**src/rtl/pc_line_table_decoder_unit_defines.svh**
```systemverilog
// Assertion macros shared by the decoder's RTL files.
`ifndef PC_LINE_TABLE_DECODER_UNIT_DEFINES_SVH
`define PC_LINE_TABLE_DECODER_UNIT_DEFINES_SVH

`ifndef NO_ASSERTIONS

`define PCLT_ASSERT_ALWAYS(label, cond) \
    label: assert property (@(posedge clk) disable iff (!rst_n) (cond)) \
        else $error("pclt assertion failed");

`define PCLT_ASSERT_IMPLIES(label, ante, cons) \
    label: assert property (@(posedge clk) disable iff (!rst_n) (ante) |-> (cons)) \
        else $error("pclt assertion failed");

`define PCLT_ASSERT_NEXT(label, ante, cons) \
    label: assert property (@(posedge clk) disable iff (!rst_n) (ante) |=> (cons)) \
        else $error("pclt assertion failed");

`else

`define PCLT_ASSERT_ALWAYS(label, cond)
`define PCLT_ASSERT_IMPLIES(label, ante, cons)
`define PCLT_ASSERT_NEXT(label, ante, cons)

`endif

`endif

```
**src/rtl/pclt_pkg.sv**
```systemverilog
// Types and constants of the pc-to-line table decoder.
`timescale 1ns / 1ps

package pclt_pkg;

    localparam logic [7:0] LINE_ADD_LIMIT = 8'd65;
    localparam logic [7:0] LINE_SUB_BASE  = 8'd64;
    localparam logic [7:0] PC_SKIP_BASE   = 8'd129;
    localparam logic [2:0] DELTA_BYTES    = 3'd4;

    localparam int unsigned PC_ADD_W = 10;
    localparam int unsigned PADDR_W  = 4;

    localparam logic        REG_PC_QUANTUM = 1'b0;
    localparam logic        REG_START_PC   = 1'b1;
    localparam logic [2:0]  QUANTUM_RESET  = 3'd4;

    typedef struct packed {
        logic [7:0] code_byte;
        logic       table_start;
    } in_beat_t;

    typedef struct packed {
        logic [63:0] pc_value;
        logic [31:0] line_number;
        logic        line_changed;
    } out_beat_t;

    // One decoded code, handed from the front end to the back end.
    typedef struct packed {
        logic                reload;
        logic                emit;
        logic [31:0]         line_add;
        logic [PC_ADD_W-1:0] pc_add;
    } op_t;

endpackage

```
**src/rtl/pclt_front.sv**
```systemverilog
// Front end: takes table bytes, gathers line deltas and classifies codes.
`timescale 1ns / 1ps
`include "pc_line_table_decoder_unit_defines.svh"

module pclt_front
    import pclt_pkg::*;
(
    input  logic     clk,
    input  logic     rst_n,
    input  logic     item_valid,
    output logic     item_ready,
    input  in_beat_t item,
    input  logic [2:0] pc_quantum,
    output logic     op_valid,
    input  logic     op_ready,
    output op_t      op
);

    logic [2:0]  left_reg, left_next;
    logic [23:0] shift_reg, shift_next;
    logic        accept;
    logic [2:0]  left_eff;
    logic [23:0] shift_eff;
    logic [31:0] gathered;
    logic [7:0]  b;
    logic [6:0]  skip_mult;
    logic        emit;

    assign item_ready = op_ready;
    assign accept     = item_valid && item_ready;
    assign b          = item.code_byte;

    // A table start drops any delta that is still being gathered.
    assign left_eff  = item.table_start ? 3'd0 : left_reg;
    assign shift_eff = item.table_start ? 24'd0 : shift_reg;
    assign gathered  = {shift_eff, b};

    always_comb
    begin
        left_next  = left_eff;
        shift_next = shift_eff;
        emit       = 1'b0;
        skip_mult  = 7'd1;
        op.line_add = 32'd0;
        if (left_eff != 3'd0)
        begin
            left_next  = left_eff - 3'd1;
            shift_next = gathered[23:0];
            if (left_eff == 3'd1)
            begin
                emit        = 1'b1;
                op.line_add = gathered;
                shift_next  = 24'd0;
            end
        end
        else if (b == 8'd0)
        begin
            left_next  = DELTA_BYTES;
            shift_next = 24'd0;
        end
        else if (b < LINE_ADD_LIMIT)
        begin
            emit        = 1'b1;
            op.line_add = 32'(b);
        end
        else if (b < PC_SKIP_BASE)
        begin
            emit        = 1'b1;
            op.line_add = 32'(LINE_SUB_BASE) - 32'(b);
        end
        else
        begin
            // The skip plus the regular step is quantum * (b - 128).
            emit      = 1'b1;
            skip_mult = b[6:0];
        end
        op.reload = item.table_start;
        op.emit   = emit;
        op.pc_add = emit ? PC_ADD_W'(pc_quantum) * PC_ADD_W'(skip_mult) : '0;
    end

    assign op_valid = item_valid && (emit || item.table_start);

    always_ff @(posedge clk or negedge rst_n)
    begin
        if (!rst_n)
        begin
            left_reg  <= 3'd0;
            shift_reg <= 24'd0;
        end
        else if (accept)
        begin
            left_reg  <= left_next;
            shift_reg <= shift_next;
        end
    end

    `PCLT_ASSERT_ALWAYS(a_delta_count_bound, left_reg <= DELTA_BYTES)

endmodule

```
**src/rtl/pclt_fifo.sv**
```systemverilog
// Short queue of decoded codes between the front end and the back end.
`timescale 1ns / 1ps
`include "pc_line_table_decoder_unit_defines.svh"

module pclt_fifo
    import pclt_pkg::*;
#(
    parameter int unsigned DEPTH = 2
)
(
    input  logic clk,
    input  logic rst_n,
    input  logic push_valid,
    output logic push_ready,
    input  op_t  push_op,
    output logic pop_valid,
    input  logic pop_ready,
    output op_t  pop_op
);

    localparam int unsigned PTR_W = (DEPTH > 1) ? $clog2(DEPTH) : 1;
    localparam int unsigned CNT_W = $clog2(DEPTH + 1);
    localparam logic [PTR_W-1:0] LAST = PTR_W'(DEPTH - 1);

    op_t              entries [DEPTH];
    logic [PTR_W-1:0] wr_ptr_reg, rd_ptr_reg;
    logic [CNT_W-1:0] count_reg, count_next;
    logic             push, pop;

    assign push_ready = count_reg != CNT_W'(DEPTH);
    assign pop_valid  = count_reg != '0;
    assign push       = push_valid && push_ready;
    assign pop        = pop_valid && pop_ready;
    assign pop_op     = entries[rd_ptr_reg];

    always_comb
    begin
        count_next = count_reg;
        if (push && !pop)
        begin
            count_next = count_reg + CNT_W'(1);
        end
        else if (pop && !push)
        begin
            count_next = count_reg - CNT_W'(1);
        end
    end

    always_ff @(posedge clk)
    begin
        if (push)
        begin
            entries[wr_ptr_reg] <= push_op;
        end
    end

    always_ff @(posedge clk or negedge rst_n)
    begin
        if (!rst_n)
        begin
            wr_ptr_reg <= '0;
            rd_ptr_reg <= '0;
            count_reg  <= '0;
        end
        else
        begin
            if (push)
            begin
                wr_ptr_reg <= (wr_ptr_reg == LAST) ? '0 : wr_ptr_reg + PTR_W'(1);
            end
            if (pop)
            begin
                rd_ptr_reg <= (rd_ptr_reg == LAST) ? '0 : rd_ptr_reg + PTR_W'(1);
            end
            count_reg <= count_next;
        end
    end

    `PCLT_ASSERT_ALWAYS(a_fifo_count_bound, count_reg <= CNT_W'(DEPTH))
    `PCLT_ASSERT_NEXT(a_fifo_count_step, push && !pop, count_reg == $past(count_reg) + CNT_W'(1))

endmodule

```
**src/rtl/pclt_back.sv**
```systemverilog
// Back end: keeps the running pc and line and registers each result.
`timescale 1ns / 1ps
`include "pc_line_table_decoder_unit_defines.svh"

module pclt_back
    import pclt_pkg::*;
(
    input  logic        clk,
    input  logic        rst_n,
    input  logic        op_valid,
    output logic        op_ready,
    input  op_t         op,
    input  logic [63:0] start_pc,
    output logic        result_valid,
    input  logic        result_ready,
    output out_beat_t   result
);

    logic [63:0] pc_reg, pc_next;
    logic [31:0] line_reg, line_next;
    logic        result_valid_reg;
    out_beat_t   result_reg;
    logic        out_free;
    logic        pop;

    assign out_free = !result_valid_reg || result_ready;
    // A reload with no result never waits on the output register.
    assign op_ready = out_free || !op.emit;
    assign pop      = op_valid && op_ready;

    always_comb
    begin
        pc_next   = (op.reload ? start_pc : pc_reg) + 64'(op.pc_add);
        line_next = (op.reload ? 32'd0 : line_reg) + op.line_add;
    end

    always_ff @(posedge clk or negedge rst_n)
    begin
        if (!rst_n)
        begin
            pc_reg           <= 64'd0;
            line_reg         <= 32'd0;
            result_valid_reg <= 1'b0;
        end
        else
        begin
            if (pop)
            begin
                pc_reg   <= pc_next;
                line_reg <= line_next;
            end
            if (pop && op.emit)
            begin
                result_valid_reg <= 1'b1;
            end
            else if (result_ready)
            begin
                result_valid_reg <= 1'b0;
            end
        end
    end

    always_ff @(posedge clk)
    begin
        if (pop && op.emit)
        begin
            result_reg.pc_value     <= pc_next;
            result_reg.line_number  <= line_next;
            result_reg.line_changed <= op.line_add != 32'd0;
        end
    end

    assign result_valid = result_valid_reg;
    assign result       = result_reg;

    `PCLT_ASSERT_IMPLIES(a_no_result_overwrite, pop && op.emit, out_free)

endmodule

```
**src/rtl/pc_line_table_decoder_unit.sv**
```systemverilog
// Top level of the pc-to-line table decoder with its register port.
//
// The block decodes a pc-to-line table one byte per beat. An input beat
// carries code_byte and table_start; table_start reloads the pc from
// start_pc and the line from zero before the byte is decoded. Each
// completed code gives one result beat with the pc, the line and a flag
// that tells whether the line moved. A zero byte opens a four-byte delta,
// so it and the next three bytes give no result.
// Throughput is one byte per cycle while the queue has room. The code
// that a byte completes is registered in the queue and then in the
// result register of the back end, from which its result beat leaves.
// When the receiver stalls, the result register holds, the queue fills
// and item_ready falls once QUEUE_DEPTH codes are waiting.
// Reset clears the pc, line, pending delta and queue, and sets
// pc_quantum to 4 and start_pc to 0. Registers sit on an APB-style port:
// pc_quantum at byte address 0, start_pc at 8; pready is always high.
`timescale 1ns / 1ps

module pc_line_table_decoder_unit
    import pclt_pkg::*;
#(
    parameter int unsigned QUEUE_DEPTH = 2
)
(
    input  logic               clk,
    input  logic               rst_n,
    input  logic               item_valid,
    output logic               item_ready,
    input  in_beat_t           item,
    output logic               result_valid,
    input  logic               result_ready,
    output out_beat_t          result,
    input  logic               psel,
    input  logic               penable,
    input  logic               pwrite,
    input  logic [PADDR_W-1:0] paddr,
    input  logic [63:0]        pwdata,
    output logic [63:0]        prdata,
    output logic               pready
);

    logic [2:0]  pc_quantum_reg;
    logic [63:0] start_pc_reg;
    logic        cfg_write;
    op_t         front_op, back_op;
    logic        front_valid, front_ready, back_valid, back_ready;

    assign pready    = 1'b1;
    assign cfg_write = psel && penable && pwrite;
    assign prdata    = (paddr[3] == REG_START_PC) ? start_pc_reg : 64'(pc_quantum_reg);

    always_ff @(posedge clk or negedge rst_n)
    begin
        if (!rst_n)
        begin
            pc_quantum_reg <= QUANTUM_RESET;
            start_pc_reg   <= 64'd0;
        end
        else if (cfg_write)
        begin
            if (paddr[3] == REG_PC_QUANTUM)
            begin
                pc_quantum_reg <= pwdata[2:0];
            end
            else
            begin
                start_pc_reg <= pwdata;
            end
        end
    end

    pclt_front u_front (
        .clk        (clk),
        .rst_n      (rst_n),
        .item_valid (item_valid),
        .item_ready (item_ready),
        .item       (item),
        .pc_quantum (pc_quantum_reg),
        .op_valid   (front_valid),
        .op_ready   (front_ready),
        .op         (front_op)
    );

    pclt_fifo #(
        .DEPTH (QUEUE_DEPTH)
    ) u_fifo (
        .clk        (clk),
        .rst_n      (rst_n),
        .push_valid (front_valid),
        .push_ready (front_ready),
        .push_op    (front_op),
        .pop_valid  (back_valid),
        .pop_ready  (back_ready),
        .pop_op     (back_op)
    );

    pclt_back u_back (
        .clk          (clk),
        .rst_n        (rst_n),
        .op_valid     (back_valid),
        .op_ready     (back_ready),
        .op           (back_op),
        .start_pc     (start_pc_reg),
        .result_valid (result_valid),
        .result_ready (result_ready),
        .result       (result)
    );

endmodule
```
**config.mk**
```make
export PLATFORM = sky130hd
export DESIGN_NAME = pc_line_table_decoder_unit
export DESIGN_NICKNAME = d
export VERILOG_FILES = /design/src/rtl/pclt_pkg.sv /design/src/rtl/pclt_front.sv /design/src/rtl/pclt_fifo.sv /design/src/rtl/pclt_back.sv /design/src/rtl/pc_line_table_decoder_unit.sv
export VERILOG_INCLUDE_DIRS = /design/src /design/src/rtl
export SDC_FILE = /design/constraint.sdc
export NUM_CORES = 1
export LEC_CHECK = 0
export ABC_AREA = 1
export ABC_CLOCK_PERIOD_IN_PS = 7450
export BUFFER_PORTS_ARGS = -buffer_cell sky130_fd_sc_hd__buf_2
export CAP_MARGIN = 20
export CORE_AREA = 3 3 213 215
export CTS_CLUSTER_SIZE = 30
export DETAILED_ROUTE_END_ITERATION = 10
export DIE_AREA = 0 0 216 218
export GPL_TIMING_DRIVEN = 0
export HOLD_SLACK_MARGIN = 0.08
export PLACE_DENSITY = 0.69
export REMOVE_ABC_BUFFERS = 1
export SLEW_MARGIN = 15
export SYNTH_ARGS = -nofsm -noshare
export SYNTH_HDL_FRONTEND = slang
export SYNTH_SLANG_ARGS = --single-unit
```
**constraint.sdc**
```tcl
create_clock -name clk -period 7.45 [get_ports clk]
set_clock_uncertainty 0.05 [all_clocks]
set_input_delay 1.49 -clock clk [delete_from_list [all_inputs] [get_ports clk]]
set_output_delay 1.49 -clock clk [all_outputs]
set_load 0.01 [all_outputs]
```
==> results.json <==
{
  "vias_per_cell": 5.23,
  "register_area_um2": 10400,
  "yosys_register_bits": 380,
  "top_layer": "met4",
  "worst-endpoint-required_ns": 7.70,
  "fmax_mhz": 188,
  "worst_pin_slew_ns": 1.03,
  "die-width_um": 216,
  "arrival_ns": 5.56,
  "synth_cells": 2830,
  "path_common_cell": "nand2_1",
  "io_pins": 248,
  "rsz0062_at_grt": "false",
  "synth_area_per_cell_um2": 7.68,
  "critPathBufInv": 7,
  "dp.cells": 3583,
  "grt_antenna_before_repair": 0,
  "synth_top_area_share_pct": 25.6,
  "drtAntennaViolNets": 0,
  "ys_seq_area_share_pct": 48.0,
  "final_cells": 3663,
  "final_core_util_pct": 57.2,
  "cts_buffers": 43,
  "synth_common_cells": "nand2_1, inv_1, nor2_1, dfrtp_1, edfxtp_1",
  "seqPwrFrac_pct": 30.5,
  "muxShareOfSynthArea_pct": 0.754,
  "setup_violations": 0,
  "routed-wl-met3_um": 4380,
  "hold_path.class": "reg2reg",
  "cts_resized": 0,
  "pwr-share-clk_pct": 17.7,
  "synth_area_um2": 21700,
  "design_area_um2": 25100,
  "drive_gt1_share_pct": 12.8,
  "synthTopCellsByArea": "edfxtp_1, dfrtp_1, nand2_1",
  "largest_reg_flops": 97,
  "max-vdd-ir-drop_uv": 395,
  "critical_path.slowest_cell": "fa_1",
  "dr_total_vias": 19174,
  "synth_fa_ha_area_share_pct": 3.96,
  "drtIter0Drc": 1638,
  "drv_slew": 0,
  "overflow": 0,
  "yosys.area_share.simple_pct": 29.1,
  "cp_top_family": "adder cells",
  "cts_tree": "done",
  "gp_congestion": 0.921,
  "cts_setup_buffers": 0,
  "critical_path.startpoint_type": "primary input",
  "relSlewSlack_pct": 31.1,
  "initial_core_util_pct": 49.5,
  "timing.final.crit_period_ns": 5.31,
  "grt_start_max_net_pins": 108,
  "synthXorXnorAreaFrac_pct": 2.25,
  "cts_hold_buf": 0,
  "reg2reg_depth": 16,
  "core_um2": 43900,
  "die-area_um2": 47100,
  "clock_sinks": 380,
  "num_rows": 77,
  "h-tree-depth": 2,
  "track_usage_pct": 26.9,
  "wl_met2_um": 28300,
  "worstHoldStart": "u_back.pc_reg[63]",
  "grt_pass1_vias": 18606,
  "multi_input_area_um2": 9510,
  "routed_wl_um": 63900,
  "cp_max_fo": 34,
  "cap_viol_max_count": 0,
  "whs_path_depth": 2,
  "first_pass_iters": 6,
  "cp_slowest_stage_delay_ns": 0.54,
  "fin_nets": 3184,
  "r2r_slack_ns": 2.38,
  "post-route-period-util_pct": 71.3,
  "io_buffers": 243,
  "yosys_most_used_dff": "dfrtp_1",
  "async_flop_share_pct": 51.3,
  "dp_hpwl_um": 47200,
  "swShare_pct": 46.2,
  "synth_most_common_cell": "nand2_1",
  "r2r_start": "u_fifo.rd_ptr_reg",
  "r2r_end": "u_back.result[93]",
  "cts_buffer_depth": 3,
  "drt-met1-wl_um": 29500,
  "grt_pass1_wl_um": 101000,
  "hold_viol_final": 0,
  "crit_path_cell_trace": "buf_2 > inv_2 > nand2_1 > ha_1 > inv_1 > nor2_1 > inv_1 > nor3_1 > inv_1 > nand2_1 > fa_1 > inv_1 > ha_1 > fa_1 > nand2_1 > inv_1 > o21ai_0 > nand2_1 > nand2_1 > nand2_1 > a21oi_1 > xor2_1 > nor2_1",
  "status": "completed",
  "synth_top_family_by_area": "simple AND/OR/NAND/NOR gates",
  "syn_to_final_growth_pct": 15.7,
  "post-place-ws_ns": 1.58,
  "p_per_area_nw_per_um2": 488,
  "p_int_mw": 6.60,
  "power.share.combinational_pct": 51.8,
  "synth.distinct_cells": 49,
  "crit_path_end_kind": "flip-flop",
  "clk_latency_ns": 0.59,
  "dpl-instance-area_um2": 23700,
  "critPathKind": "in2reg",
  "dieHeight_um": 218,
  "p_leak_nw": 12.6,
  "cts.clk_slew.worst_paths_ns": 0.06,
  "synth_largest_area_cell": "edfxtp_1",
  "min_to": "u_back.pc_reg[63]",
  "yosysWarnings": 0,
  "synth_edf_count": 185,
  "diodes": 0,
  "wire_per_inst_um": 17.4,
  "worst_slack_ns": 2.14,
  "synth_compound_area_share_pct": 7.45,
  "cts_root_buffer": "clkbuf_16",
  "num-fill-cells": 4123,
  "drc_errors": 0,
  "p_sw_mw": 5.67
}
## metal layers
layer	GRT usage, %	vias up
met3	4.56	101
met1	38.6	9062
met5	0	-
met4	8.25	0
li1	-	9379
met2	42.2	632
## layout make-up
cell class	instances	share of cell area, %
Sequential cell	380	41.5
Clock inverter	26	1.18
Timing Repair Buffer	257	6.31
Tap cell	592	2.95
Inverter	373	5.62
Multi-Input combinational cell	1981	37.8
Clock buffer	54	4.56
## cells in the final DEF (no fill, tap or decap), types with 8 or more instances in the layout
cell type,synthesis,layout
a21oi_1,158,157
and2_1,36,36
buf_16,0,11
buf_2,12,241
clkbuf_1,62,8
clkbuf_16,0,43
clkinv_2,0,12
dfrtp_1,194,193
edfxtp_1,185,185
fa_1,8,8
ha_1,56,56
inv_1,368,366
mux2_2,11,11
nand2_1,922,921
nand2_2,11,10
nand3_1,156,156
nand3b_1,16,16
nand4_1,12,12
nor2_1,311,309
nor2_2,18,18
nor3_1,22,22
nor4_1,10,10
o21ai_0,129,129
o21ai_1,11,9
xnor2_1,10,10
xor2_1,44,44
## stage by stage
stage,power (mW),TNS (ns),hold WS [ns]
floorplan,7.87,0,0.390
global placement,9.87,-994.89,0.403
detailed placement,10.1,0,0.410
CTS,12.3,0,0.426
global route,13.3,0,0.448
finish,12.3,0,0.423
## worst register-to-register path, stage by stage (launching register included)
cell	delay (ns)
dfrtp_2	0.52
buf_12	0.25
nand2_2	0.53
nand2_8	0.60
buf_16	0.34
nand2_1	0.14
nand2_1	0.08
ha_1	0.22
fa_1	0.30
a21oi_1	0.14
o21ai_0	0.61
nand2_1	0.12
nand2_1	0.23
inv_1	0.11
nor2_2	0.25
nand3_1	0.15
and2_1	0.18
## kinds of logic after synthesis
family,after synthesis
compound gates,316
buf+inv,469
simple gates,1530
flops,380
mux,15
fa+ha+maj,64
xor+xnor,55
other cells,1
## worst max-delay path by stage
stage	startpoint	endpoint	slack, ns	cells past startpoint
after floorplan	result_ready	u_back.result[0]	0.34	6
after global placement	u_fifo.rd_ptr_reg	u_back.result[75]	-5.58	7
after detailed placement	item[0]	u_fifo.entries[0][8]	1.58	23
after CTS	item[0]	u_fifo.entries[0][8]	2.16	23
after global routing	item[0]	u_fifo.entries[1][8]	1.71	22
final	item[0]	u_fifo.entries[0][8]	2.14	23
## power groups by stage
stage	Clock, mW	Sequential, mW	Combinational (mW)
after floorplan	0	3.85	4.01
after global routing	2.30	3.82	7.14
after detailed placement	0	3.77	6.29
final	2.17	3.74	6.36
after CTS	2.22	3.74	6.32
after global placement	0	3.83	6.04
Power figures use the tool's default switching activity.
